`src/hw/rtl/pfr_pkg.sv`:
```
// ----------------------------------------------------------------------------
// pfr_pkg: shared types and constants for poly_from_roots
// Cell operation codes and the control bundle broadcast along the cell chain.
// ----------------------------------------------------------------------------
package pfr_pkg;

    // coefficient and root width (signed fixed point)
    localparam int DATA_W = 32;

    // operation applied by every cell in the same cycle
    typedef logic [1:0] t_cell_op;
    localparam t_cell_op OP_HOLD   = 2'd0;  // keep value
    localparam t_cell_op OP_ABSORB = 2'd1;  // c[j] <= c[j] - round(r * c[j-1])
    localparam t_cell_op OP_SHIFT  = 2'd2;  // c[j] <= c[j+1] (emission)
    localparam t_cell_op OP_CLEAR  = 2'd3;  // reload the initial value

    // control broadcast to every cell
    typedef struct packed {
        t_cell_op                   op;
        logic signed [DATA_W-1:0]   root;
    } t_cell_ctrl;

endpackage

```
`src/hw/rtl/pfr_cell.sv`:
```
// ----------------------------------------------------------------------------
// pfr_cell: one coefficient cell of the root expansion chain
// Holds one coefficient; absorbs a root with a rounded, saturating
// multiply-subtract against its lower neighbor, or shifts toward the head.
// ----------------------------------------------------------------------------
module pfr_cell #(
    parameter int FRAC_BITS = 16
) (
    input  logic                                 i_clk,
    input  logic                                 i_rst_n,
    input  pfr_pkg::t_cell_ctrl                  i_ctrl,
    input  logic signed [pfr_pkg::DATA_W-1:0]    i_init,   // value after reset/clear
    input  logic signed [pfr_pkg::DATA_W-1:0]    i_prev,   // c[j-1] from neighbor
    input  logic signed [pfr_pkg::DATA_W-1:0]    i_next,   // c[j+1] from neighbor
    output logic signed [pfr_pkg::DATA_W-1:0]    o_coeff,
    output logic                                 o_sat
);

    localparam int PW = 2 * pfr_pkg::DATA_W;
    localparam logic signed [PW-1:0] HALF  = (PW'(1) << FRAC_BITS) >>> 1;
    localparam logic signed [PW-1:0] SMAX  = PW'({1'b0, {(pfr_pkg::DATA_W-1){1'b1}}});
    localparam logic signed [PW-1:0] SMIN  = -SMAX - PW'(1);

    logic signed [pfr_pkg::DATA_W-1:0] r_coeff;
    logic signed [pfr_pkg::DATA_W-1:0] n_coeff;
    logic signed [PW-1:0]              w_prod;
    logic signed [PW-1:0]              w_round;
    logic signed [PW-1:0]              w_diff;
    logic signed [pfr_pkg::DATA_W-1:0] w_absorb;

    // rounded product, difference and saturation
    always_comb begin
        w_prod  = PW'(i_ctrl.root) * PW'(i_prev);
        w_round = (w_prod + HALF) >>> FRAC_BITS;
        w_diff  = PW'(r_coeff) - w_round;
        o_sat   = 1'b0;
        if (w_diff > SMAX) begin
            w_absorb = SMAX[pfr_pkg::DATA_W-1:0];
            o_sat    = (i_ctrl.op == pfr_pkg::OP_ABSORB);
        end else if (w_diff < SMIN) begin
            w_absorb = SMIN[pfr_pkg::DATA_W-1:0];
            o_sat    = (i_ctrl.op == pfr_pkg::OP_ABSORB);
        end else begin
            w_absorb = w_diff[pfr_pkg::DATA_W-1:0];
        end
    end

    // next value by operation
    always_comb begin
        unique case (i_ctrl.op)
            pfr_pkg::OP_HOLD:   n_coeff = r_coeff;
            pfr_pkg::OP_ABSORB: n_coeff = w_absorb;
            pfr_pkg::OP_SHIFT:  n_coeff = i_next;
            pfr_pkg::OP_CLEAR:  n_coeff = i_init;
            default:            n_coeff = r_coeff;
        endcase
    end

    always_ff @(posedge i_clk) begin
        if (!i_rst_n) begin
            r_coeff <= i_init;
        end else begin
            r_coeff <= n_coeff;
        end
    end

    assign o_coeff = r_coeff;

endmodule

```
`config.mk`:
```
export PLATFORM = sky130hd
export DESIGN_NAME = pfr_cell
export DESIGN_NICKNAME = d
export VERILOG_FILES = /design/src/hw/rtl/pfr_pkg.sv /design/src/hw/rtl/pfr_cell.sv
export SDC_FILE = /design/constraint.sdc
export NUM_CORES = 2
export LEC_CHECK = 0
export BUFFER_PORTS_ARGS = -buffer_cell sky130_fd_sc_hd__buf_2
export CAP_MARGIN = 20
export CORE_ASPECT_RATIO = 1.1
export CORE_MARGIN = 4
export CORE_UTILIZATION = 65
export DETAILED_ROUTE_END_ITERATION = 8
export GPL_ROUTABILITY_DRIVEN = 1
export PLACE_DENSITY = 0.83
export SKIP_LAST_GASP = 1
export SLEW_MARGIN = 20
export SYNTH_ARGS = -nofsm -noshare
export SYNTH_HDL_FRONTEND = slang
export SYNTH_SLANG_ARGS = --single-unit
```
`constraint.sdc`:
```
create_clock -name i_clk -period 13.36 [get_ports i_clk]
set_clock_uncertainty 0.1 [all_clocks]
set_input_delay 1.336 -clock i_clk [delete_from_list [all_inputs] [get_ports i_clk]]
set_output_delay 1.336 -clock i_clk [all_outputs]
set_load 0.02 [all_outputs]
```
==> impl_results.md <==
- Setup crit start kind: input pin
- GPL Wtd Cong: 0.928
- Fin. max-slew vios: 0
- Synth Register Bits: 32
- Post-synth cell types: 70
- Most frequent cells in the layout: fa_1, inv_1, and2_1
- Crit-path most repeated cell: fa_1
- Die width: 246 microns
- Pre-Repair DR Iteration Count: 6
- Max reg flops: 32
- # rows: between 90 and 100
- Post-synthesis mux area share: 0.000246
- All-layer global routing usage: 0.336
- Final setup viols: 0
- Post-route ant nets: 0
- Compound-Gate Fraction of Synth Area: 0.0691
- H-tree level count: 2
- Vias per inst: between 5 and 6
- R2r setup slk: approximately 8.9 ns
- Full die area: 66600 sq um
- Final min period: 13.02 ns
- Clk_lat worst skew: ~0.28 ns
- Sequential fraction of the synthesis area: 0.0236
- Crit-path slowest cell: fa_1
- Initial antenna violation count: 6
- DR WL/cell: 20.2 microns
- Fraction of registers with async set/reset: 0
- Multi-input logic area: roughly 35000 sq um
- Iter 0 DRT Violations: approximately 2100
- Core area: between 60000 and 70000 sq um
- Reg clk slew, reported paths: ~0.050 ns
- Vias: slightly above 30000
- Status: complete, no violations
- Final core utilization: 0.702
- First-pass GRT wire length: roughly 180000 microns
- Largest net degree at the start of global routing: 33
- Filler cells: approximately 4600
- # DRC: 0
- F_max: 76.8 MHz
- Final worst path period share: 0.975
- Nets: around 6000
- Post-Syn Area: 40600 sq um
- Root Driver: clkbuf_16
- Synth Area in XOR/XNOR: 0.0218
- Worst-margin pin slew: a little under 1 ns
- Worst Path Arrival: 11.58 ns
- Clock tree buffer depth: 2
- Tightest Hold Check Type: flop to flop
- Cells after Synth: 4411
- Post-Synth Adder-Cell Area: 0.603
- Synth-to-Final Area Change: 6.10%
- Required @ worst endpoint: around 12 ns
- Cell Area, Placed: between 40000 and 50000 sq um
- Critical-path maximum fanout: 10
- Fin area: 43100 sq um
- Initial Utilization: 0.661
- Post-synth EDFFs: 32
- IO Port Bufs: around 160
- Final hold vios: 0
- Crit path kind: input pin to primary output
- Clock tree sinks: 32
- Post-synth top flop: edfxtp_1
- Main combinational cell family by area after synthesis: adder cells
- Remaining global-route overflow: 0
- Max_cap viols: 0
- CTS tree: yes
- Syn_nets: 5851
- Commonest non-fill, non-tap cell in the layout: fa_1
- Layout cells sized above 1: 0.0834
- Cts bufs inserted: 5
- Hpwl dp: approximately 93000 microns
- Simple-gate portion of the synthesized area: 0.166
- Die height: 270 microns
- Post-CTS Hold Buffers: 0
- Number of top-level pins: between 150 and 200
- Sequential cell area: between 900 and 1000 sq um
- CP Capture Type: primary output
- Yosys warnings: 0
- Slew headroom: 0.338
- Vias in the first global route: 34564
- CP max stage delay: 0.58 ns
- Final WL: ~110000 microns
- Synthesized area per cell: 9.21 sq um
==> cell families after synthesis <==
group	after synthesis
adders and majority gates	1308
and+or+nand+nor	1291
buffers and inverters	1256
AOI/OAI and AO/OA	422
xor gates and xnor gates	101
DFF	32
muxes	1
==> metrics by stage <==
step                      setup slack [ns]  instances  setup TNS [ns]  hold slack, ns
final                                0.339       5315               0           0.799
after global routing               -0.0678       5315         -0.0678           0.829
after CTS                           0.0136       5304               0           0.785
after detailed placement           0.00408       5296               0           0.777
after global placement             0.00296       5296               0           0.724
after floorplan                       1.11       4411               0           0.813
==> cell type report <==
class / count / area share
multi-input combinational: 3123 / 0.816
inverter: 1024 / 0.0892
timing repair buffer: 299 / 0.0452
tap: 824 / 0.0239
sequential: 32 / 0.0223
clock buffer: 7 / 0.00308
antenna: 5 / 0.000290
clock inverter: 1 / 0.0000871
==> synthesized netlist by cell type, drive strengths merged, types with 6 or more instances <==
| cell type | count | area (sq um) |
|---|---|---|
| nand3 | 13 | 65.1 |
| xor2 | 37 | 324 |
| clkbuf | 221 | 830 |
| or3 | 11 | 68.8 |
| a21o | 45 | 338 |
| and3 | 11 | 68.8 |
| a22oi | 32 | 240 |
| xnor2 | 64 | 561 |
| and2 | 586 | 3670 |
| nand2b | 26 | 163 |
| o211ai | 45 | 388 |
| ha | 225 | 2820 |
| fa | 1083 | 21700 |
| nor2b | 12 | 75.1 |
| and4 | 6 | 52.6 |
| a211oi | 14 | 105 |
| inv | 1024 | 3840 |
| buf | 11 | 67.6 |
| nand4 | 29 | 188 |
| nor2 | 63 | 239 |
| a21oi | 124 | 624 |
| a31oi | 11 | 68.8 |
| nand2 | 490 | 1840 |
| o21bai | 24 | 180 |
| o21ai | 69 | 349 |
| nor3 | 21 | 105 |
| o21a | 9 | 67.6 |
| edfxtp | 32 | 961 |
==> final timing paths <==
kind / startpoint / end / cells past startpoint
hold reg to reg: o_coeff[0] / o_coeff[0] / 3
setup reg to reg: o_coeff[0] / o_coeff[20] / 17
setup / recovery: i_prev[5] / o_sat / 40
hold / removal: o_coeff[0] / o_coeff[0] / 3
==> worst max-delay path, delay by kind of cell <==
kind,cells,cell delay [ns]
compound gates,14,3.04
xor+xnor,2,0.49
fa+ha+maj,10,4.64
buf+inv,8,0.68
simple gates,6,1.40
==> routing by layer <==
layer  routed length, microns  vias to the layer above  track usage
met5                       19                        -            0
met4                     8050                        2        0.198
met3                     6880                      443       0.0378
met2                    55900                     1417        0.585
met1                    36800                    15797        0.405
li1                         -                    13197            -
==> timing repair <==
item                                    CTS  global route
setup buffers                             0             6
gates resized for setup                   3            95
pin swaps                                 0            11
endpoints found under the setup margin    1             1
Power is not shown: default switching activity piles up to over one toggle a cycle in this logic, so the estimate is an artifact.
